===== src/hdl/tlt_pkg.sv =====
// Shared constants, lane types and the arctangent table of the tilt block.
package tlt_pkg;

  // Calibration samples that are averaged into one set of offsets.
  localparam int CalSamples = 100;
  localparam int CalCntW    = 8;
  localparam int SumW       = 24;

  // Averaging by reciprocal multiplication: floor(n / CalSamples) equals
  // (n * CalRecip) >> CalRecipShift for every sum magnitude that can occur.
  localparam int          CalRecipShift = 29;
  localparam logic [22:0] CalRecip      =
    23'((longint'(1) << CalRecipShift) / CalSamples + 1);

  // Square root chain: one cell for each bit of the root.
  localparam int SqrtSteps  = 30;
  // CORDIC chain: one cell for each micro-rotation.
  localparam int CordicSteps = 24;

  // Largest angle magnitude in 1/128 degree.
  localparam logic [13:0] AngleMax = 14'd11520;

  // Tags that tell the two angles of one sample apart.
  localparam logic TagRoll  = 1'b0;
  localparam logic TagPitch = 1'b1;

  // One beat in the square root chain.
  typedef struct packed {
    logic                valid;
    logic                tag;
    logic [31:0]         s;
    logic [30:0]         rem;
    logic [29:0]         root;
    logic signed [16:0]  num;
  } sq_lane_t;

  // One beat in the CORDIC chain.
  typedef struct packed {
    logic                valid;
    logic                tag;
    logic                zero;
    logic signed [32:0]  x;
    logic signed [32:0]  y;
    logic signed [31:0]  z;
  } cd_lane_t;

  // Status of the calibration unit.
  typedef struct packed {
    logic busy;
    logic calibrated;
  } cal_stat_t;

  // atan(2^-i) in units of 2^-20 degree, rounded to nearest.
  function automatic logic signed [31:0] atan_entry(input logic [4:0] idx);
    logic signed [31:0] val;
    case (idx)
      5'd0:    val = 32'sd47185920;
      5'd1:    val = 32'sd27855475;
      5'd2:    val = 32'sd14718068;
      5'd3:    val = 32'sd7471121;
      5'd4:    val = 32'sd3750058;
      5'd5:    val = 32'sd1876857;
      5'd6:    val = 32'sd938658;
      5'd7:    val = 32'sd469357;
      5'd8:    val = 32'sd234682;
      5'd9:    val = 32'sd117342;
      5'd10:   val = 32'sd58671;
      5'd11:   val = 32'sd29335;
      5'd12:   val = 32'sd14668;
      5'd13:   val = 32'sd7334;
      5'd14:   val = 32'sd3667;
      5'd15:   val = 32'sd1833;
      5'd16:   val = 32'sd917;
      5'd17:   val = 32'sd458;
      5'd18:   val = 32'sd229;
      5'd19:   val = 32'sd115;
      5'd20:   val = 32'sd57;
      5'd21:   val = 32'sd29;
      5'd22:   val = 32'sd14;
      5'd23:   val = 32'sd7;
      default: val = 32'sd0;
    endcase
    return val;
  endfunction

endpackage


===== src/hdl/tlt_cordic_cell.sv =====
// One cell of the CORDIC chain: one vectoring micro-rotation per beat.
module tlt_cordic_cell (
  input  logic               clk_i,
  input  logic               rst_ni,
  input  logic [4:0]         iter_i,
  input  tlt_pkg::cd_lane_t  lane_i,
  output tlt_pkg::cd_lane_t  lane_o
);

  logic signed [32:0] dx;
  logic signed [32:0] dy;
  logic signed [31:0] ang;
  tlt_pkg::cd_lane_t  lane_d;
  tlt_pkg::cd_lane_t  lane_q;

  // Rotate toward the x axis; the sign of y picks the direction.
  always_comb begin
    dx     = lane_i.y >>> iter_i;
    dy     = lane_i.x >>> iter_i;
    ang    = tlt_pkg::atan_entry(iter_i);
    lane_d = lane_i;
    if (!lane_i.y[32]) begin
      lane_d.x = lane_i.x + dx;
      lane_d.y = lane_i.y - dy;
      lane_d.z = lane_i.z + ang;
    end else begin
      lane_d.x = lane_i.x - dx;
      lane_d.y = lane_i.y + dy;
      lane_d.z = lane_i.z - ang;
    end
  end

  // Hand the beat to the next cell.
  always_ff @(posedge clk_i or negedge rst_ni) begin
    if (!rst_ni) begin
      lane_q <= '0;
    end else begin
      lane_q <= lane_d;
    end
  end

  assign lane_o = lane_q;

endmodule


===== config.mk =====
export PLATFORM = sky130hd
export DESIGN_NAME = tlt_cordic_cell
export DESIGN_NICKNAME = d
export VERILOG_FILES = /design/src/hdl/tlt_pkg.sv /design/src/hdl/tlt_cordic_cell.sv
export SDC_FILE = /design/constraint.sdc
export NUM_CORES = 1
export LEC_CHECK = 0
export ABC_AREA = 1
export ABC_CLOCK_PERIOD_IN_PS = 800
export BUFFER_PORTS_ARGS = -buffer_cell sky130_fd_sc_hd__buf_2
export CAP_MARGIN = 5
export CORE_MARGIN = 2
export CORE_UTILIZATION = 25
export CTS_BUF_LIST = sky130_fd_sc_hd__clkbuf_8
export DETAILED_ROUTE_END_ITERATION = 16
export GPL_TIMING_DRIVEN = 0
export PLACE_DENSITY = 0.41
export SLEW_MARGIN = 20
export SYNTH_ARGS = -nofsm -noshare
export SYNTH_HDL_FRONTEND = slang
export SYNTH_SLANG_ARGS = --single-unit

===== constraint.sdc =====
create_clock -name clk_i -period 0.8 [get_ports clk_i]
set_input_delay 0.16 -clock clk_i [delete_from_list [all_inputs] [get_ports clk_i]]
set_output_delay 0.16 -clock clk_i [all_outputs]
set_load 0.03 [all_outputs]

; ---- Yosys cells after proc, flatten, opt, wreduce, memory -nomap -nowiden
; Memory sizes are Yosys's and may differ from the RTL's.
; Index checks and enable logic that the tools add are counted.
[word_totals]
output_inout_bits = 101
mem_count = 1
in_bits = 108
regBits = 101
elab_cells = 16
rom_bits = 832
[memory_table]
columns = memory, words, word_bits, rd, rd_clocked_by_memory_dff, write_ports, line
row1 = (name not given), 32, 26, 1, 0, 0, tlt_pkg.sv:56  ; case (idx)
[op_classes]
muxes = 1
addsub = 6
n_shift = 2
[ops]
columns = cell, n
row1 = 98-bit 2-to-1 mux, 1
row2 = 33-bit adder, 2
row3 = 33-bit by 5-bit >>> shifter with 33-bit output, 2
row4 = 33-bit subtractor, 2
row5 = 32-bit adder, 1
row6 = 32-bit subtractor, 1

; ---- Depth between registers and ports, before layout
[depth]
depth_word = 3
ltp_mapped = 34
mapped_depth_nobuf = 32

; ---- Least setup slack after synthesis
; Ideal clock, no wire load.
[synth_timing]
kind = input to register
startpoint = input port iter_i[0]
endpoint = register lane_q (netlist bit lane_o[28])
arrival_ns = 3.618
slack_ns = -2.947
cell_stages = 27
setup_ns = 0.129
n_path_buf = 3
t_required_ns = 0.671
path_cell_list = buf_6 inv_4 buf_6 buf_6 ha_1 inv_1 nand2_1 nand2_1 nand3_1 a21oi_2 ha_1 nand2_1 nor2_1 nand4_1 nor2_1 nor2_1 xor2_1 inv_1 ha_1 nand2_1 nor4_1 nand3_1 nand3_1 nand2_1 o211ai_1 a31oi_1 xor2_1
[synth_rtl]
columns = element, line
row1 = "start, declared", tlt_cordic_cell.sv:5  ; input logic [4:0] iter_i,
row2 = "end signal, assigned", tlt_cordic_cell.sv:38  ; lane_q <= lane_d;
row3 = "end, declared", tlt_cordic_cell.sv:14  ; tlt_pkg::cd_lane_t lane_q;

==> flow_metrics.env <==
export IMPL_intPower_uw=19060
export IMPL_final_fill_count=6033
export IMPL_cts_tree="done"
export IMPL_num_io_pins=209
export IMPL_seqPwrFrac=0.191
export IMPL_cts_buffers_inserted=9
export IMPL_dieWidth_um=241.5
export IMPL_path_clk_slew_ns=0.10
export IMPL_synthCells=2355
export IMPL_synth_area_um2=14100
export IMPL_whs_ns=-0.3874
export IMPL_synth_cell_types=49
export IMPL_switching_share=0.5213
export IMPL_synth_edff_count=0
export IMPL_period_minus_slack_ns=3.816
export IMPL_p_sw_uw=20760
export IMPL_firstDrtPassIters=7
export IMPL_viasPerCell=5.068
export IMPL_htree_levels=3
export IMPL_maxCapViolCount=0
export IMPL_worst_slack_ns=-3.016
export IMPL_async_flop_share=1.000
export IMPL_cp_endpoint="lane_o[28]"
export IMPL_core_um2=56060
export IMPL_worst_slew_pin_slew_ns=1.063
export IMPL_synth_ff_type="dfrtp_1"
export IMPL_hpwl_mm=60.47
export IMPL_die_height_um=241.5
export IMPL_start_util=0.2516
export IMPL_ctsHoldBuffers=3
export IMPL_dieArea_um2=58320
export IMPL_synth_area_per_cell_um2=5.988
export IMPL_largest_register_ffs=101
export IMPL_power_density_nw_per_um2=1787
export IMPL_syn_to_final_growth_pct=57.99
export IMPL_grt_max_degree=63
export IMPL_yosysTopAreaCell="nand2_1"
export IMPL_synth_top_area_frac=0.2129
export IMPL_yosys_top_cells_area="nand2_1, dfrtp_1, nand3_1, ha_1, xor2_1"
export IMPL_finalCritPeriodShare=4.770
export IMPL_ir_drop_mv=0.8257
export IMPL_status="finished with violations"
export IMPL_fmax_mhz=262.0
export IMPL_power_frac_clock=0.094
export IMPL_ys_warn_count=0
export IMPL_endpoint_kind="flop"
export IMPL_yosysMostFrequentCell="nand2_1"
export IMPL_critPathMaxFanout=6
export IMPL_drive_gt1_frac=0.4281
export IMPL_slew_headroom=0.2914
export IMPL_dr_total_vias=17910
export IMPL_holdCritPathClass="in -> async"
export IMPL_rows=87
export IMPL_cts_max_path_buffers=2
export IMPL_grt_pass1_wl_mm=109.6
export IMPL_violations="hold timing, setup timing"
export IMPL_dp_slack_ns=-4.495
export IMPL_hold_violations=61
export IMPL_antenna_found_initial=1
export IMPL_cp_required_ns=1.17
export IMPL_io_buffers=206
export IMPL_arrival_ns=4.19
export IMPL_total_leakage_power_uw=0.01073
export IMPL_crit_path_start_kind="input pin"
export IMPL_cts_sinks=101
export IMPL_gp_congestion=0.9377
export IMPL_rsz0062_at_grt="yes"
export IMPL_power_frac_comb=0.715
export IMPL_path_class="in -> reg"
export IMPL_root_buffer="clkbuf_8"
export IMPL_drc=0
export IMPL_yosys_top_cells_count="nand2_1, nand3_1, inv_1, nor2_1, a21oi_1"
export IMPL_routedWlPerCell_um=21.63
export IMPL_synth_net_count=2572
export IMPL_grt_overflow_total=0
export IMPL_total_power_uw=39820
export IMPL_finalWirelength_mm=76.42
export IMPL_nNetsFinal=2985
export IMPL_slew_violations=0
export IMPL_multi_input_area_um2=14200
export IMPL_grt_pass1_vias=17480
export IMPL_startpoint="iter_i[0]"
export IMPL_drt_iter0_markers=1181
export IMPL_setup_violations=199
export IMPL_track_usage=0.2493
export IMPL_ys_seq_elements=101
export IMPL_ys_seq_area_frac=0.1792
export IMPL_antenna_left=0
export IMPL_seqCellArea_um2=2527
[metrics by stage]
stage               utilization  TNS (ns)  hold WS [ns]  instances  area (um^2)
floorplan                     -   -206.53       -0.1356       2355        14750
global placement         0.2983   -492.59        0.2687       3317        16720
detailed placement       0.2990   -324.86        0.1115       3318        16760
CTS                      0.3518   -264.73       -0.4037       3455        19720
global route             0.3973   -283.99       -0.3905       3530        22270
finish                   0.3974   -267.16       -0.3874       3533        22280
[metal layers]
layer	up-vias	global-route usage	wire length [um]
met4	0	0.09372	2965
met2	484	0.4118	35940
li1	8589	-	-
met1	8731	0.3327	34060
met5	-	0	0
met3	103	0.02886	3453
[logic make-up (layout without fill, tap and decap cells)]
family | after synthesis | after routing | synth area share
and+or+nand+nor | 1404 | 1404 | 0.4232
xor gates and xnor gates | 144 | 144 | 0.08943
DFF | 101 | 101 | 0.1792
adders and majority gates | 109 | 109 | 0.09831
other | 0 | 4 | 0
AOI/OAI and AO/OA | 319 | 319 | 0.1260
buffers and inverters | 278 | 696 | 0.08384
[worst max-delay path, cell delays in order]
cell and delay (ns):
buf_12 0.09, buf_12 0.13, clkinv_8 0.07, buf_12 0.15
buf_12 0.14, ha_4 0.23, inv_4 0.06, nand2_4 0.07
nand2_4 0.08, nand3_4 0.07, a21oi_4 0.23, buf_6 0.13
nand4_1 0.17, nor2_4 0.25, buf_6 0.14, nand3_4 0.09
nand2_4 0.10, xor2_1 0.16, ha_1 0.31, a21oi_2 0.22
o21ai_2 0.10, a21oi_4 0.22, nand3_4 0.17, nand2_2 0.10
o211ai_1 0.14, a31oi_1 0.23, xor2_1 0.16
[power groups by stage]
stage	sequential [uW]	combinational [uW]	clock, uW
final	7600	28500	3740
after global routing	7820	30400	4150
after CTS	7650	25400	3980
after detailed placement	7690	21800	0
after global placement	7640	21800	0
after floorplan	11900	10900	0
[placed cells by master (no fill, tap or decap), types with 20 or more instances in the layout]
cell type | netlist | final
nand2_1 | 800 | 603
nand3_1 | 351 | 205
buf_2 | 28 | 196
buf_4 | 9 | 167
inv_1 | 191 | 164
nand2_2 | 13 | 153
nand3_2 | 5 | 120
nor2_1 | 164 | 119
dfrtp_1 | 101 | 101
xor2_1 | 100 | 86
a21oi_2 | 4 | 62
buf_6 | 9 | 61
a21oi_1 | 137 | 59
ha_1 | 106 | 57
nand2_4 | 0 | 55
ha_4 | 0 | 41
o21ai_2 | 1 | 39
xnor2_1 | 44 | 39
nor2_4 | 2 | 37
o21ai_0 | 89 | 33
nand3_4 | 0 | 31
o21ai_1 | 25 | 30
nor2_2 | 16 | 26
inv_2 | 4 | 25
a21oi_4 | 0 | 20
[final cells by class]
class / instances / share of cell area
Tap cell: 756 / 0.04246
Antenna cell: 4 / 0.0004493
Multi-Input combinational cell: 1976 / 0.6376
Inverter: 197 / 0.03499
Buffer: 80 / 0.03077
Sequential cell: 101 / 0.1134
Clock inverter: 5 / 0.002583
Clock buffer: 11 / 0.006795
Timing Repair Buffer: 403 / 0.1310
[how the worst min path moves through the flow]
stage | startpoint | to | slack, ns | cells after the start
global route | rst_ni | lane_o[98] | -0.39 | 1
CTS | rst_ni | lane_o[2] | -0.40 | 1
floorplan | rst_ni | lane_o[0] | -0.14 | 0
detailed placement | rst_ni | lane_o[98] | 0.11 | 1
global placement | lane_i[98] | lane_o[98] | 0.27 | 1
finish | rst_ni | lane_o[98] | -0.39 | 1
[timing repair]
action                                  4_1_cts  5_1_grt
gates cloned                                  2        1
endpoints found under the hold margin        50       40
pin swaps                                   111      196
endpoints found under the setup margin      199      199
buffers inserted                            117       78
resized for setup                           431      475
Power figures use the tool's default switching activity.
