## src/hdl/tlt_pkg.sv

```systemverilog
// Shared constants, lane types and the arctangent table of the tilt block.
package tlt_pkg;

  // Calibration samples that are averaged into one set of offsets.
  localparam int CalSamples = 100;
  localparam int CalCntW    = 8;
  localparam int SumW       = 24;

  // Averaging by reciprocal multiplication: floor(n / CalSamples) equals
  // (n * CalRecip) >> CalRecipShift for every sum magnitude that can occur.
  localparam int          CalRecipShift = 29;
  localparam logic [22:0] CalRecip      =
    23'((longint'(1) << CalRecipShift) / CalSamples + 1);

  // Square root chain: one cell for each bit of the root.
  localparam int SqrtSteps  = 30;
  // CORDIC chain: one cell for each micro-rotation.
  localparam int CordicSteps = 24;

  // Largest angle magnitude in 1/128 degree.
  localparam logic [13:0] AngleMax = 14'd11520;

  // Tags that tell the two angles of one sample apart.
  localparam logic TagRoll  = 1'b0;
  localparam logic TagPitch = 1'b1;

  // One beat in the square root chain.
  typedef struct packed {
    logic                valid;
    logic                tag;
    logic [31:0]         s;
    logic [30:0]         rem;
    logic [29:0]         root;
    logic signed [16:0]  num;
  } sq_lane_t;

  // One beat in the CORDIC chain.
  typedef struct packed {
    logic                valid;
    logic                tag;
    logic                zero;
    logic signed [32:0]  x;
    logic signed [32:0]  y;
    logic signed [31:0]  z;
  } cd_lane_t;

  // Status of the calibration unit.
  typedef struct packed {
    logic busy;
    logic calibrated;
  } cal_stat_t;

  // atan(2^-i) in units of 2^-20 degree, rounded to nearest.
  function automatic logic signed [31:0] atan_entry(input logic [4:0] idx);
    logic signed [31:0] val;
    case (idx)
      5'd0:    val = 32'sd47185920;
      5'd1:    val = 32'sd27855475;
      5'd2:    val = 32'sd14718068;
      5'd3:    val = 32'sd7471121;
      5'd4:    val = 32'sd3750058;
      5'd5:    val = 32'sd1876857;
      5'd6:    val = 32'sd938658;
      5'd7:    val = 32'sd469357;
      5'd8:    val = 32'sd234682;
      5'd9:    val = 32'sd117342;
      5'd10:   val = 32'sd58671;
      5'd11:   val = 32'sd29335;
      5'd12:   val = 32'sd14668;
      5'd13:   val = 32'sd7334;
      5'd14:   val = 32'sd3667;
      5'd15:   val = 32'sd1833;
      5'd16:   val = 32'sd917;
      5'd17:   val = 32'sd458;
      5'd18:   val = 32'sd229;
      5'd19:   val = 32'sd115;
      5'd20:   val = 32'sd57;
      5'd21:   val = 32'sd29;
      5'd22:   val = 32'sd14;
      5'd23:   val = 32'sd7;
      default: val = 32'sd0;
    endcase
    return val;
  endfunction

endpackage

```

## src/hdl/tlt_cal.sv

```systemverilog
// Bias calibration: per-axis sums, reciprocal-multiply averaging and the offset registers.
module tlt_cal (
  input  logic                clk_i,
  input  logic                rst_ni,
  input  logic                sample_i,
  input  logic signed [15:0]  samp_i [6],
  input  logic [1:0]          accel_range_i,
  output logic signed [15:0]  offset_o [6],
  output tlt_pkg::cal_stat_t  stat_o
);

  logic signed [tlt_pkg::SumW-1:0]    sums_q [6];
  logic signed [tlt_pkg::SumW-1:0]    sum_nx [6];
  logic [tlt_pkg::SumW-1:0]           mag_q [6];
  logic                               neg_q [6];
  logic signed [15:0]                 off_q [6];
  logic [46:0]                        prod [6];
  logic [15:0]                        quot [6];
  logic [15:0]                        off_nx [6];
  logic [tlt_pkg::CalCntW-1:0]        cnt_q;
  logic                               busy_q;
  logic                               cal_q;
  logic                               last_sample;
  logic [15:0]                        one_g;

  assign last_sample = (cnt_q == tlt_pkg::CalCntW'(tlt_pkg::CalSamples - 1));
  assign one_g       = 16'(16'd16384 >> accel_range_i);

  // Next sums, the quotient of each magnitude by the sample count, and the offsets.
  always_comb begin
    for (int k = 0; k < 6; k++) begin
      sum_nx[k] = sums_q[k] + {{(tlt_pkg::SumW-16){samp_i[k][15]}}, samp_i[k]};
      prod[k]   = 47'(mag_q[k]) * 47'(tlt_pkg::CalRecip);
      quot[k]   = prod[k][tlt_pkg::CalRecipShift+15:tlt_pkg::CalRecipShift];
      off_nx[k] = neg_q[k] ? 16'(16'd0 - quot[k]) : quot[k];
    end
    off_nx[2] = 16'(off_nx[2] - one_g);
  end

  // Accumulate samples, then load the averaged offsets in the cycle after the last one.
  always_ff @(posedge clk_i or negedge rst_ni) begin
    if (!rst_ni) begin
      for (int k = 0; k < 6; k++) begin
        sums_q[k] <= '0;
        mag_q[k]  <= '0;
        neg_q[k]  <= 1'b0;
        off_q[k]  <= '0;
      end
      cnt_q  <= '0;
      busy_q <= 1'b0;
      cal_q  <= 1'b0;
    end else if (busy_q) begin
      for (int k = 0; k < 6; k++) begin
        off_q[k] <= off_nx[k];
      end
      busy_q <= 1'b0;
      cal_q  <= 1'b1;
    end else if (sample_i) begin
      if (last_sample) begin
        for (int k = 0; k < 6; k++) begin
          mag_q[k]  <= sum_nx[k][tlt_pkg::SumW-1] ? tlt_pkg::SumW'(-sum_nx[k])
                                                  : sum_nx[k];
          neg_q[k]  <= sum_nx[k][tlt_pkg::SumW-1];
          sums_q[k] <= '0;
        end
        cnt_q  <= '0;
        busy_q <= 1'b1;
      end else begin
        for (int k = 0; k < 6; k++) begin
          sums_q[k] <= sum_nx[k];
        end
        cnt_q <= cnt_q + 1'b1;
      end
    end
  end

  assign offset_o          = off_q;
  assign stat_o.busy       = busy_q;
  assign stat_o.calibrated = cal_q;

endmodule

```

## config.mk

```make
export PLATFORM = sky130hd
export DESIGN_NAME = tlt_cal
export DESIGN_NICKNAME = d
export VERILOG_FILES = /design/src/hdl/tlt_pkg.sv /design/src/hdl/tlt_cal.sv
export SDC_FILE = /design/constraint.sdc
export NUM_CORES = 2
export LEC_CHECK = 0
export BUFFER_PORTS_ARGS = -buffer_cell sky130_fd_sc_hd__clkbuf_2
export CAP_MARGIN = 0
export CORE_ASPECT_RATIO = 0.9
export CORE_MARGIN = 8
export CORE_UTILIZATION = 30
export CTS_BUF_LIST = sky130_fd_sc_hd__clkbuf_8 sky130_fd_sc_hd__clkbuf_16
export DETAILED_ROUTE_END_ITERATION = 7
export SLEW_MARGIN = 0
export SYNTH_ARGS = -nofsm -noshare
export SYNTH_HDL_FRONTEND = slang
export SYNTH_SLANG_ARGS = --single-unit
```

## constraint.sdc

```tcl
create_clock -name clk_i -period 11.55 [get_ports clk_i]
set_clock_uncertainty 0.05 [all_clocks]
set_input_delay 1.155 -clock clk_i [delete_from_list [all_inputs] [get_ports clk_i]]
set_output_delay 1.155 -clock clk_i [all_outputs]
set_load 0.02 [all_outputs]
```

# Word level (Yosys, flattened, before mapping)
# Cells that the tools add are included.
# word_totals
regBits	400
inputBits	101
output_inout_bits	98
wordCells	75
# classes
add_sub_neg	20
multipliers	6
eq_ne	1
shift	1
n_mux	17
n_bitwise	1
n_reduce_logical	2
# op_table
cell	count
$mul A24 B22 Y44 const B	6
$add A24 B24 Y24	6
$mux W144	1
$mux W24	6
$neg A24 Y24	6
$mux W16	6
$sub A1 B16 Y16 const A	6
$shr A15 B2 Y16 const A	1
$sub A16 B16 Y16	1
$add A8 B1 Y8 const B	1
$eq A8 B7 Y1 const B	1
$mux W8	1
$mux W1	3
$reduce_and A3 Y1	1
$reduce_and A2 Y1	1
$not A1 Y1	1

# Longest topological paths before layout
# logic_depth
ltp_word	4
ltp_mapped	37
ltp_nobuf	36

# Worst setup path before layout
# OpenSTA, ideal clock, no wires.
# synth_timing
path_kind	flip-flop to flip-flop
from	register mag_q[82] (netlist bit)
to	register off_q, in the netlist offset_o[63]
setup_time_ns	0.137
t_arrival_ns	8.254
t_required_ns	11.363
slack_ns	3.109
stages_incl_launch_ff	35
path_buffers	0
period_less_slack_ns	8.441
cell_sequence	dfrtp_1 ha_1 fa_1 inv_1 fa_1 inv_1 fa_1 fa_1 fa_1 inv_1 fa_1 inv_1 ha_1 a21o_1 a21o_1 a221oi_1 o21ai_0 inv_1 nand2_1 a2111o_1 a31oi_1 nor3b_1 nand2_1 o21ai_0 xnor2_1 ha_1 o21ai_0 nand2b_1 a21oi_1 inv_1 a21oi_1 xnor2_1 xnor2_1 xnor2_1 a21oi_1
# synth_between
elab_chain_len	4
# synth_rtl
element	line	rtl
start: declaration	tlt_cal.sv:14	logic [tlt_pkg::SumW-1:0] mag_q [6];
start signal: indexed assignment	tlt_cal.sv:61	mag_q[k] <= sum_nx[k][tlt_pkg::SumW-1] ? tlt_pkg::SumW'(-sum_nx[k])
$mul A24 B22 Y44 (*)	tlt_cal.sv:33	prod[k] = 47'(mag_q[k]) * 47'(tlt_pkg::CalRecip);
$sub A1 B16 Y16	tlt_cal.sv:35	off_nx[k] = neg_q[k] ? 16'(16'd0 - quot[k]) : quot[k];
$mux W16 (*)	tlt_cal.sv:35	
$sub A16 B16 Y16 (*)	tlt_cal.sv:37	off_nx[2] = 16'(off_nx[2] - one_g);
end signal: indexed assignment	tlt_cal.sv:54	off_q[k] <= off_nx[k];
end: declaration	tlt_cal.sv:16	logic signed [15:0] off_q [6];
# Mark *: on every way between the ends. The rest lies on a longest branch, timed or not.
# A chain may end at the register's enable or synchronous reset.

# Worst setup path in the final report
# layout_timing
from	register mag_q[85] (netlist bit)
to	register off_q, in the netlist offset_o[63]
# The elaborated chain is that of the path after synthesis.

==> metrics.yaml <==
logic_synthesis:
  synthTopCellsByArea: "fa_1, ha_1, dfrtp_1, inv_1, xnor2_1"
  synth_warnings: 0
  async_flop_share_pct: 100
  synth_edf_count: 0
  synth_top_flop_cell: "dfrtp_1"
  synth_nets: 11000
  yosys.cell_count.top_type: "ha_1"
  synth-seq-area-share_pct: 12.5
  synthCells: 8085
  synth_cell_types: 92
  netlist_area_um2: 79900
  synth_top_area_cell: "fa_1"
  synth_seq_cells: 400
  synth_area_per_cell_um2: 9.89
  netlist.area_leader.share_pct: 29.8
  netlist_top_cells_count: "ha_1, inv_1, fa_1, nand2_1, a21oi_1"
critical_path:
  rrSetupSlack_ns: 2.07
  r2r_start: "mag_q[85]"
  worstRegToRegCells: 34
  cpPeakStageDelay_ns: 0.61
  critical_path_class: "flip-flop to flip-flop"
  critPathLaunchType: "flip-flop"
  cpMaxStageDelayCell: "dfrtp_1"
  cp.required_ns: 12.04
  worst-path-max-fanout: 9
  rr_endpoint: "offset_o[63]"
  worstPathArrival_ns: 9.97
  crit_start: "mag_q[85]"
  end_kind: "flip-flop"
clock_tree:
  htreeDepth: 2
  clk-insertion-delay-late_ns: 0.74
  ctsResizeCount: 0
  numCtsBuffers: 56
  post-cts-setup-buffers: 0
  clk_transition_reported_paths_ns: 0.08
  hold_buffers: 0
  cts_tree: "done"
  cts.sinks: 400
  cts.path.max_buffers: 3
  root_buffer: "clkbuf_16"
detailed_routing:
  viasPerCell: 4.86
  wl_um: 225000
  wire_per_inst_um: 19.1
  drt-initial-drc-count: 2846
  first_pass_iters: 5
  drt.antenna.violating_nets: 0
  drcViolationCount: 0
  vias: 57500
power_and_ir_drop:
  peakVddDrop_v: 0.000134
  power_density_nw_per_um2: 99.2
  p_total_uw: 8650
  p_leak_uw: 0.0478
sta:
  finalSetupTns_ns: 0
  tightest_slew_ns: 1.31
  final-setup-viol-count: 0
  maxSlewHeadroom_pct: 11.7
  fin_crit_sh_pct: 82.1
  slew_violations: 0
  hold_violations: 0
  rsz0062_at_grt: "no"
  fin_crit_ns: 9.48
  timing.fmax_mhz: 105
placement:
  gp_congestion: 0.922
  dp_hpwl_um: 192000
  dp.cells: 11700
  portBuffers: 198
cells_and_area:
  fill_cells: 27100
  nNetsFinal: 11100
  utilization_pct: 32.9
  stdcell_count: 11800
  drive_gt1_share_pct: 5.04
  area_growth_pct: 9.00
floorplan:
  core_region_area_um2: 265000
  die_w_um: 560
  start_util_pct: 30.2
  die_h_um: 506
  rows: 179
  die_area_um2: 283000
  io_pins: 199
global_routing:
  grt_pass1_vias: 61500
  grt_max_degree: 95
  grt-ovfl-total: 0
  grt_pass1_wl_um: 356000
  groute.usage.overall_pct: 15.7
  antenna_found_initial: 26
worst_hold_path:
  hold_path_class: "input port to asynchronous set/reset pin"
outcome:
  status: "complete, no violations"
job:
  max_cap_violations: 0
worst max path at each step:
| stage | to | slack, ns | depth (start not counted) |
|---|---|---|---|
| 6_report | offset_o[63] | 2.07 | 34 |
| 5_1_grt | offset_o[63] | 1.38 | 34 |
| 4_1_cts | offset_o[63] | 2.06 | 34 |
| 3_5_place_dp | offset_o[63] | 2.11 | 34 |
| 3_3_place_gp | offset_o[63] | 2.11 | 34 |
| 2_1_floorplan | offset_o[63] | 3.11 | 34 |
cells in the final DEF, fill, tap and decap left out, types with 40 or more instances in the layout:
master,instances
ha_1,1589
inv_1,1419
fa_1,1188
nand2_1,477
a21oi_1,405
dfrtp_1,399
o21ai_0,397
nor2_1,351
xnor2_1,273
clkbuf_2,197
xor2_1,161
a21o_1,145
a22o_1,94
nand3_1,88
nor3_1,79
o31ai_1,60
clkbuf_16,56
nand4_1,53
a31oi_1,48
and3_1,46
o21a_1,46
o21bai_1,43
a211oi_1,40
cell type report:
class / instances / area, um^2 / area share, %
Clock inverter: 39 / 498 / 0.572
Inverter: 1415 / 5310 / 6.10
Antenna cell: 15 / 37.5 / 0.0431
Multi-Input combinational cell: 6130 / 64100 / 73.6
Sequential cell: 400 / 10000 / 11.5
Timing Repair Buffer: 224 / 1200 / 1.37
Tap cell: 3529 / 4420 / 5.07
Clock buffer: 65 / 1530 / 1.75
worst max-delay path: cells and delay by family (launching register included):
kind            cells  cell delay, ns
flops               1            0.61
fa+ha+maj           9            4.02
simple gates        4            0.95
compound gates     11            2.62
buf+inv             6            0.43
xor+xnor            4            0.62
state kept, by name, summed over array words and instances (netlist names):
signal,flops
cnt_q,8
sums_q,144
mag_q,144
cal_q,1
neg_q,6
offset_o,96
busy_q,1
stage by stage:
stage	instance area (um^2)	hold slack, ns	setup WS [ns]
CTS	87100	0.299	2.06
detailed placement	85100	0.411	2.11
finish	87100	0.327	2.07
global placement	85100	0.406	2.11
global route	87100	0.331	1.38
floorplan	79900	0.388	3.11
where the power goes:
group	switching, uW	internal [uW]	total (uW)	leakage (uW)
clock	800	1110	1910	0.000979
sequential	163	1660	1820	0.00526
combinational	2920	1980	4910	0.0415
cell families (layout without fill, tap and decap cells):
kind of cell | Yosys count | in the layout | synth area share [%]
AO/OA/AOI/OAI | 1538 | 1538 | 12.4
XOR/XNOR | 437 | 437 | 4.79
adder cells (fa/ha/maj) | 2777 | 2777 | 54.6
buffers and inverters | 1555 | 1743 | 7.31
flip-flops | 400 | 400 | 12.5
multiplexers | 29 | 29 | 0.402
other | 0 | 15 | 0
AND/OR/NAND/NOR | 1349 | 1349 | 7.89
routing by layer:
metal,GRT usage [%],share of wire (%),vias to the layer above
met5,0,0.0058,-
met4,3.86,2.3,2
met3,2.32,4.3,208
met2,25.5,45,1039
met1,22.1,48,28600
li1,-,-,27600
Note: power is estimated with default switching activity, not from simulation.
