==> src/hdl/tlt_pkg.sv <==
// Shared constants, lane types and the arctangent table of the tilt block.
package tlt_pkg;

  // Calibration samples that are averaged into one set of offsets.
  localparam int CalSamples = 100;
  localparam int CalCntW    = 8;
  localparam int SumW       = 24;

  // Averaging by reciprocal multiplication: floor(n / CalSamples) equals
  // (n * CalRecip) >> CalRecipShift for every sum magnitude that can occur.
  localparam int          CalRecipShift = 29;
  localparam logic [22:0] CalRecip      =
    23'((longint'(1) << CalRecipShift) / CalSamples + 1);

  // Square root chain: one cell for each bit of the root.
  localparam int SqrtSteps  = 30;
  // CORDIC chain: one cell for each micro-rotation.
  localparam int CordicSteps = 24;

  // Largest angle magnitude in 1/128 degree.
  localparam logic [13:0] AngleMax = 14'd11520;

  // Tags that tell the two angles of one sample apart.
  localparam logic TagRoll  = 1'b0;
  localparam logic TagPitch = 1'b1;

  // One beat in the square root chain.
  typedef struct packed {
    logic                valid;
    logic                tag;
    logic [31:0]         s;
    logic [30:0]         rem;
    logic [29:0]         root;
    logic signed [16:0]  num;
  } sq_lane_t;

  // One beat in the CORDIC chain.
  typedef struct packed {
    logic                valid;
    logic                tag;
    logic                zero;
    logic signed [32:0]  x;
    logic signed [32:0]  y;
    logic signed [31:0]  z;
  } cd_lane_t;

  // Status of the calibration unit.
  typedef struct packed {
    logic busy;
    logic calibrated;
  } cal_stat_t;

  // atan(2^-i) in units of 2^-20 degree, rounded to nearest.
  function automatic logic signed [31:0] atan_entry(input logic [4:0] idx);
    logic signed [31:0] val;
    case (idx)
      5'd0:    val = 32'sd47185920;
      5'd1:    val = 32'sd27855475;
      5'd2:    val = 32'sd14718068;
      5'd3:    val = 32'sd7471121;
      5'd4:    val = 32'sd3750058;
      5'd5:    val = 32'sd1876857;
      5'd6:    val = 32'sd938658;
      5'd7:    val = 32'sd469357;
      5'd8:    val = 32'sd234682;
      5'd9:    val = 32'sd117342;
      5'd10:   val = 32'sd58671;
      5'd11:   val = 32'sd29335;
      5'd12:   val = 32'sd14668;
      5'd13:   val = 32'sd7334;
      5'd14:   val = 32'sd3667;
      5'd15:   val = 32'sd1833;
      5'd16:   val = 32'sd917;
      5'd17:   val = 32'sd458;
      5'd18:   val = 32'sd229;
      5'd19:   val = 32'sd115;
      5'd20:   val = 32'sd57;
      5'd21:   val = 32'sd29;
      5'd22:   val = 32'sd14;
      5'd23:   val = 32'sd7;
      default: val = 32'sd0;
    endcase
    return val;
  endfunction

endpackage

==> src/hdl/tlt_sqrt_cell.sv <==
// One cell of the square root chain: settles one bit of the root per beat.
module tlt_sqrt_cell (
  input  logic               clk_i,
  input  logic               rst_ni,
  input  tlt_pkg::sq_lane_t  lane_i,
  output tlt_pkg::sq_lane_t  lane_o
);

  logic [32:0]        trial_rem;
  logic [32:0]        trial_sub;
  logic               fits;
  tlt_pkg::sq_lane_t  lane_d;
  tlt_pkg::sq_lane_t  lane_q;

  // Bring down the next two radicand bits and try the next root bit.
  always_comb begin
    trial_rem = {lane_i.rem, lane_i.s[31:30]};
    trial_sub = {1'b0, lane_i.root, 2'b01};
    fits      = (trial_rem >= trial_sub);
    lane_d        = lane_i;
    lane_d.s      = {lane_i.s[29:0], 2'b00};
    lane_d.rem    = fits ? 31'(trial_rem - trial_sub) : trial_rem[30:0];
    lane_d.root   = {lane_i.root[28:0], fits};
  end

  // Hand the beat to the next cell.
  always_ff @(posedge clk_i or negedge rst_ni) begin
    if (!rst_ni) begin
      lane_q <= '0;
    end else begin
      lane_q <= lane_d;
    end
  end

  assign lane_o = lane_q;

endmodule

==> config.mk <==
export PLATFORM = sky130hd
export DESIGN_NAME = tlt_sqrt_cell
export DESIGN_NICKNAME = d
export VERILOG_FILES = /design/src/hdl/tlt_pkg.sv /design/src/hdl/tlt_sqrt_cell.sv
export SDC_FILE = /design/constraint.sdc
export NUM_CORES = 1
export LEC_CHECK = 0
export ABC_AREA = 1
export BUFFER_PORTS_ARGS = -buffer_cell sky130_fd_sc_hd__buf_4
export CORE_ASPECT_RATIO = 1.5
export CORE_UTILIZATION = 30
export DETAILED_ROUTE_END_ITERATION = 6
export SYNTH_ARGS = -nofsm -noshare
export SYNTH_HDL_FRONTEND = slang
export SYNTH_SLANG_ARGS = --single-unit
==> constraint.sdc <==
create_clock -name clk_i -period 0.8 [get_ports clk_i]
set_input_delay 0 -clock clk_i [delete_from_list [all_inputs] [get_ports clk_i]]
set_output_delay 0 -clock clk_i [all_outputs]
set_load 0.05 [all_outputs]
## Word level (Yosys, flattened, before mapping)

Cells that the tools add are included.

- Memories: 0
- Bits in read-only memories: 0
- Latch bits: 0
- Bits in registers: 110
- Word-level logic and storage cells: 9
- Bits in writable memories: 0

- Equal/unequal tests: 0
- Bitwise gates (word level): 0
- Reduce and logical (&&, ||, !) cells: 0
- Muxes and demuxes: 1
- $mul: 0
- $add $sub $neg: 1
- Shift-type cells: 0
- Divide/modulo/power cells: 0
- Magnitude comparators: 1

Operator list:

| cell | count |
|---|---|
| $ge A33 B32 Y1 | 1 |
| $mux W31 | 1 |
| $sub A31 B31 Y31 | 1 |

## Logic depth before layout (Yosys ltp)

Gate-level depths: netlist (run 1).

- Word-level depth: 2
- Gate-level depth with buffers: 16

## Least setup slack after synthesis (run 1)

Ideal clock, no wire load.

- Path kind: in2reg
- Start: input lane_i[42] (netlist bit)
- End: register lane_q (netlist bit lane_o[62])
- Cell stages on the path: 12
- Required time: 0.684 ns
- Path buffers: 1
- Setup time: 0.116 ns
- Slack: -0.654 ns
- Arrival: 1.338 ns
- Path through: inv_1 > ha_1 > nand2_1 > inv_2 > a21oi_1 > nand2b_1 > nand3_2 > nor2_4 > nand2_8 > buf_6 > nand2_1 > nand2_1

RTL lines:

| item | RTL line | RTL |
|---|---|---|
| start, declared | tlt_sqrt_cell.sv:5 | `input tlt_pkg::sq_lane_t lane_i,` |
| end signal, assigned | tlt_sqrt_cell.sv:31 | `lane_q <= lane_d;` |
| end, declared | tlt_sqrt_cell.sv:13 | `tlt_pkg::sq_lane_t lane_q;` |

==> results of run 1 <==
==> final cells by class <==
class,count,area (sq um)
multi-input combinational,472,3370
inverter,140,548
tap,256,320
clock inverter,4,27.5
timing repair buffer,459,4350
sequential,110,2750
clock buffer,12,256
fill,1670,7460
==> kinds of logic after synthesis <==
kind of cell | count (synthesis) | share of synthesized area (%)
XOR/XNOR | 14 | 2.11
buffers and inverters | 152 | 10.6
AND/OR/NAND/NOR | 402 | 31.1
other | 1 | 0.0645
adder cells (fa/ha/maj) | 32 | 6.88
flip-flops | 110 | 47.3
AO/OA/AOI/OAI | 22 | 1.94
==> Yosys cell counts (all sizes together) <==
library cell,n
and2,8
dfrtp,110
inv,140
nand4,4
o21bai,1
nor3,7
nand2,266
xnor2,1
xor2,13
nand3b,11
nor2,38
o21ai,2
a21oi,19
nand3,67
buf,12
nand2b,1
conb,1
ha,32
==> layout by cell type, fill, tap and decap left out, drive strengths merged <==
cell / netlist / routed
clkbuf: 0 / 13
o21ai: 2 / 2
xor2: 13 / 13
o21bai: 1 / 1
inv: 140 / 142
nor3: 7 / 7
and2: 8 / 8
buf: 12 / 350
xnor2: 1 / 1
nand3b: 11 / 11
conb: 1 / 2
a21oi: 19 / 19
ha: 32 / 32
nor2: 38 / 38
nand4: 4 / 4
dlygate4sd3: 0 / 108
nand2b: 1 / 1
dfrtp: 110 / 110
nand2: 266 / 266
clkinv: 0 / 2
nand3: 67 / 67
==> metal layers <==
metal / global-route usage (%) / vias up / part of all wire, %
met2: 39.9 / 152 / 57
met5: 0 / - / 0
li1: - / 3127 / -
met3: 2.80 / 37 / 4.2
met1: 21.8 / 2871 / 37
met4: 7.43 / 0 / 2.6
==> power breakdown <==
part           switching [mW]  total (mW)  leakage, nW  internal [mW]
clock                    2.11        4.41        0.143           2.30
combinational            4.50        8.11         4.59           3.61
sequential              0.247        6.31         1.29           6.06
==> timing repair <==
action,4_1_cts,5_1_grt
resized for setup,196,124
endpoints found under the hold margin,218,1
cloned,1,1
endpoints found under the setup margin,142,142
buffers inserted,11,11
pin swaps,28,52
==> how the worst max path moves through the flow <==
stage / to / slack, ns / cells after the start
final: lane_o[69] / -0.51 / 13
after global routing: lane_o[69] / -0.58 / 17
after CTS: lane_o[71] / -0.48 / 13
after detailed placement: lane_o[64] / -1.00 / 12
after global placement: lane_o[76] / -0.98 / 12
after floorplan: lane_o[70] / -0.57 / 15
==> per-stage QoR <==
stage | util, % | total power, mW | setup TNS [ns] | worst slack (ns) | instance area [sq um]
finish | 60.9 | 18.8 | -24.53 | -0.514 | 11600
global route | 60.9 | 19.7 | -30.11 | -0.582 | 11600
CTS | 58.4 | 18.6 | -26.76 | -0.478 | 11100
detailed placement | 46.9 | 12.9 | -31.16 | -1.00 | 8950
global placement | 46.9 | 12.8 | -30.51 | -0.981 | 8950
floorplan | - | 10.1 | -17.93 | -0.572 | 6200
==> results.yml, run 1 <==
logic_synthesis:
  syn-cell-area_sq_um: 5820
  yosys-top-cells-area: "dfrtp_1, nand2_1, inv_1"
  synth.top_cell.area_share_pct: 47.3
  ys_ff_latch: 110
  synthCells: 733
  synth_top_area_cell: "dfrtp_1"
  avgSynthCellArea_sq_um: 7.94
  yosysWarnings: 0
  ys_seq_area_share_pct: 47.3
  ys_types: 29
sta:
  fin_crit_sh_pct: 164
  fin_crit_ns: 1.31
  rsz0062_at_grt: "true"
  timing.fmax_ghz: 0.761
  drv_slew: 0
  setup_violations: 142
  whs_ns: -0.0778
  worst_slack_ns: -0.514
  hold_violations: 1
placed_design:
  portBuffers: 223
  gp_congestion: 0.897
  dpl.hpwl_um: 14500
  place_inst: 1308
routing:
  via_count: 6187
  drtPass1Iterations: 7
  drc: 0
  drt-total-wl_um: 20100
  drtAntennaViolNets: 0
  drt_iter0_markers: 220
  viasPerCell: 4.26
  post_drt_wl_per_cell_um: 13.8
global_route:
  grt_util_all_layers_pct: 20.5
  grt_max_degree: 74
  antenna_found_initial: 0
  gr-total-overflow: 0
  grt_pass1_vias: 6426
  grt_pass1_wl_um: 31300
outcome:
  violations: "negative hold slack, negative setup slack"
  outcome: "finished, violations left"
floorplan:
  dieWidth_um: 116
  ioPinCount: 226
  coreArea_sq_um: 19100
  num_rows: 62
  die-area_sq_um: 20000
  start_util_pct: 30.5
  die_height_um: 173
setup_path:
  critPathMaxFanout: 7
  end_kind: "register"
  cp_num_buf_inv: 4
  path_class: "input pin to register"
  crit_chain: "buf_6 -> inv_4 -> ha_4 -> a21oi_2 -> nor2_1 -> nor3_2 -> nand3_4 -> nor2_4 -> nand2_8 -> buf_12 -> buf_12 -> nand3_2 -> nand2_1"
  required_ns: 1.06
  startpoint: "lane_i[45]"
  critPathTopFamily: "simple AND/OR/NAND/NOR gates"
  crit_top_cell: "buf_12"
  cp-start-kind: "input pin"
  cp_data_arrival_time_ns: 1.57
  cpMaxStageDelayCell: "nor3_2"
  slowest_delay_ns: 0.23
cts:
  numCtsBuffers: 9
  ctsHoldBuffers: 108
  max-clock-path-buffers: 2
  cts-root-buf: "clkbuf_16"
  path_clk_slew_ns: 0.08
  numClockSinks: 110
  cts_htree_levels: 3
  cts_tree: "yes"
pwr:
  ir_worst_vdd_mv: 0.942
  p_leak_nw: 6.02
  power_density_nw_per_um2: 1620
worst_hold_path:
  min_from: "lane_i[108]"
  hold_class: "input pin to register"
  hold_path_depth: 3
  hold_end: "lane_o[47]"
run:
  maxCapViolations: 0
layout:
  drive_above_1_share_pct: 47.6
  nets: 1338
  diodes: 0
  largest_register_ffs: 110
  area_growth_pct: 99.9
  fin_cells: 1453
No activity file was read; power rests on OpenSTA's default activity.
==> run 2, diff against run 1 <==
--- a/config.mk
+++ b/config.mk
@@ -9,7 +9,9 @@
 export BUFFER_PORTS_ARGS = -buffer_cell sky130_fd_sc_hd__buf_4
 export CORE_ASPECT_RATIO = 1.5
 export CORE_UTILIZATION = 30
+export CTS_CLUSTER_SIZE = 25
 export DETAILED_ROUTE_END_ITERATION = 6
 export SYNTH_ARGS = -nofsm -noshare
 export SYNTH_HDL_FRONTEND = slang
 export SYNTH_SLANG_ARGS = --single-unit
+export TNS_END_PERCENT = 5
==> results.yml, run 2 (same netlist as run 1, synthesis figures left out) <==
setup_path:
  end_kind: "register"
  path_class: "input pin to register"
  path_depth: 14
  critPathMaxFanout: 8
  required_ns: 1.10
  cpMaxStageDelayCell: "ha_4"
  critPathTopFamily: "simple AND/OR/NAND/NOR gates"
  cp-start-kind: "input pin"
  cp_data_arrival_time_ns: 1.56
  slowest_delay_ns: 0.29
  cp_num_buf_inv: 3
  crit_top_cell: "nand2_4"
  crit_chain: "buf_8 -> inv_4 -> ha_4 -> nand2_4 -> nor2_4 -> nand3_2 -> nand3_4 -> nand2_4 -> nand2_4 -> nand2_8 -> buf_12 -> nand2_8 -> nand2_1 -> nand2_1"
sta:
  whs_ns: 0.0380
  worst_slack_ns: -0.458
  fin_tns_setup_ns: -23.51
  setup_violations: 142
  timing.fmax_ghz: 0.795
  fin_crit_ns: 1.26
  fin_crit_sh_pct: 157
  rsz0062_at_grt: "true"
  hold_violations: 0
  drv_slew: 0
routing:
  drtAntennaViolNets: 0
  wl_met1_um: 7930
  via_count: 6220
  drt-total-wl_um: 20900
  top_layer_used: "met4"
  post_drt_wl_per_cell_um: 14.4
  routed-wl-met3_um: 787
  drt_iter0_markers: 209
  drc: 2
  drtPass1Iterations: 7
  wl_met2_um: 11500
  viasPerCell: 4.28
layout:
  diodes: 0
  final_common_cell: "nand2_1"
  area_growth_pct: 101
  drive_above_1_share_pct: 45.3
  nets: 1340
  final_cell_mix: "nand2_1, buf_4, buf_6"
  final_util_pct: 61.2
  largest_register_ffs: 110
pwr:
  power_mw: 19.2
  p_leak_nw: 6.02
  power_density_nw_per_um2: 1640
  ir_worst_vdd_mv: 1.09
worst_hold_path:
  hold_class: "input pin to register"
  hold_path_depth: 4
global_route:
  grt_util_all_layers_pct: 21.7
  gr-total-overflow: 0
  antenna_found_initial: 0
  grt_max_degree: 51
  grt_pass1_wl_um: 32800
  grt_pass1_vias: 6568
placed_design:
  gp_congestion: 0.897
  dpl.hpwl_um: 14700
  portBuffers: 223
floorplan:
  die-area_sq_um: 20000
  die_height_um: 173
  coreArea_sq_um: 19100
  start_util_pct: 30.5
  ioPinCount: 226
  dieWidth_um: 116
  num_rows: 62
cts:
  numCtsBuffers: 9
  cts-root-buf: "clkbuf_16"
  numClockSinks: 110
  cts_tree: "yes"
  max-clock-path-buffers: 2
  cts_htree_levels: 3
  path_clk_slew_ns: 0.07
outcome:
  outcome: "finished, violations left"
  violations: "design-rule violations, negative setup slack"
run:
  maxCapViolations: 0
## run 2: cell types whose count changed in the layout (fill, tap and decap cells not counted), sizes merged
| cell | delta |
|---|---|
| bufinv | +2 |
| dlygate4sd3 | +2 |
| clkbuf | -1 |
| clkinv | -2 |
| buf | -4 |
| nand2 | +4 |
## run 2: per-stage QoR
stage	worst slack (ns)	cells	cell area (sq um)
CTS	-0.420	1449	11500
global placement	-1.03	1300	8830
global route	-0.529	1454	11700
finish	-0.458	1454	11700
detailed placement	-1.07	1300	8830
floorplan	-0.572	734	6180
## run 2: path summary, 6_finish.rpt
| kind | from | end | slack [ns] |
|---|---|---|---|
| min in group asynchronous | rst_ni | lane_o[51] | 0.16 |
| hold / removal | lane_i[108] | lane_o[47] | 0.04 |
| max in group asynchronous | rst_ni | lane_o[18] | 0.16 |
| setup / recovery | lane_i[23] | lane_o[47] | -0.46 |
## run 2: layout make-up
cell class	count	area, sq um
clock buffers	11	233
clock inverters	4	77.6
fillers	1685	7410
inverters	140	556
multi-input cells	476	3340
flip-flops and latches	110	2750
well taps	256	320
repair buffers	457	4390
## run 2: what timing repair did
action | in CTS | in global routing
resized for setup | 271 | 37
hold buffers | 109 | 1
hold endpoints to repair | 218 | 1
gates cloned | 5 | 1
setup buffers | 20 | 3
pin swaps | 60 | 20
endpoints found under the setup margin | 142 | 142
## run 2: where the power goes
group | switching [mW] | leakage (nW) | internal [mW]
Sequential | 0.248 | 1.29 | 6.06
Combinational | 4.44 | 4.58 | 3.51
Clock | 2.15 | 0.151 | 2.76
Total | 6.83 | 6.02 | 12.3
## run 2: per-layer routing
layer / track usage (%) / vias up
met5: 0 / -
met4: 9.46 / 0
met3: 2.73 / 31
met2: 40.7 / 151
met1: 23.8 / 2889
li1: - / 3149
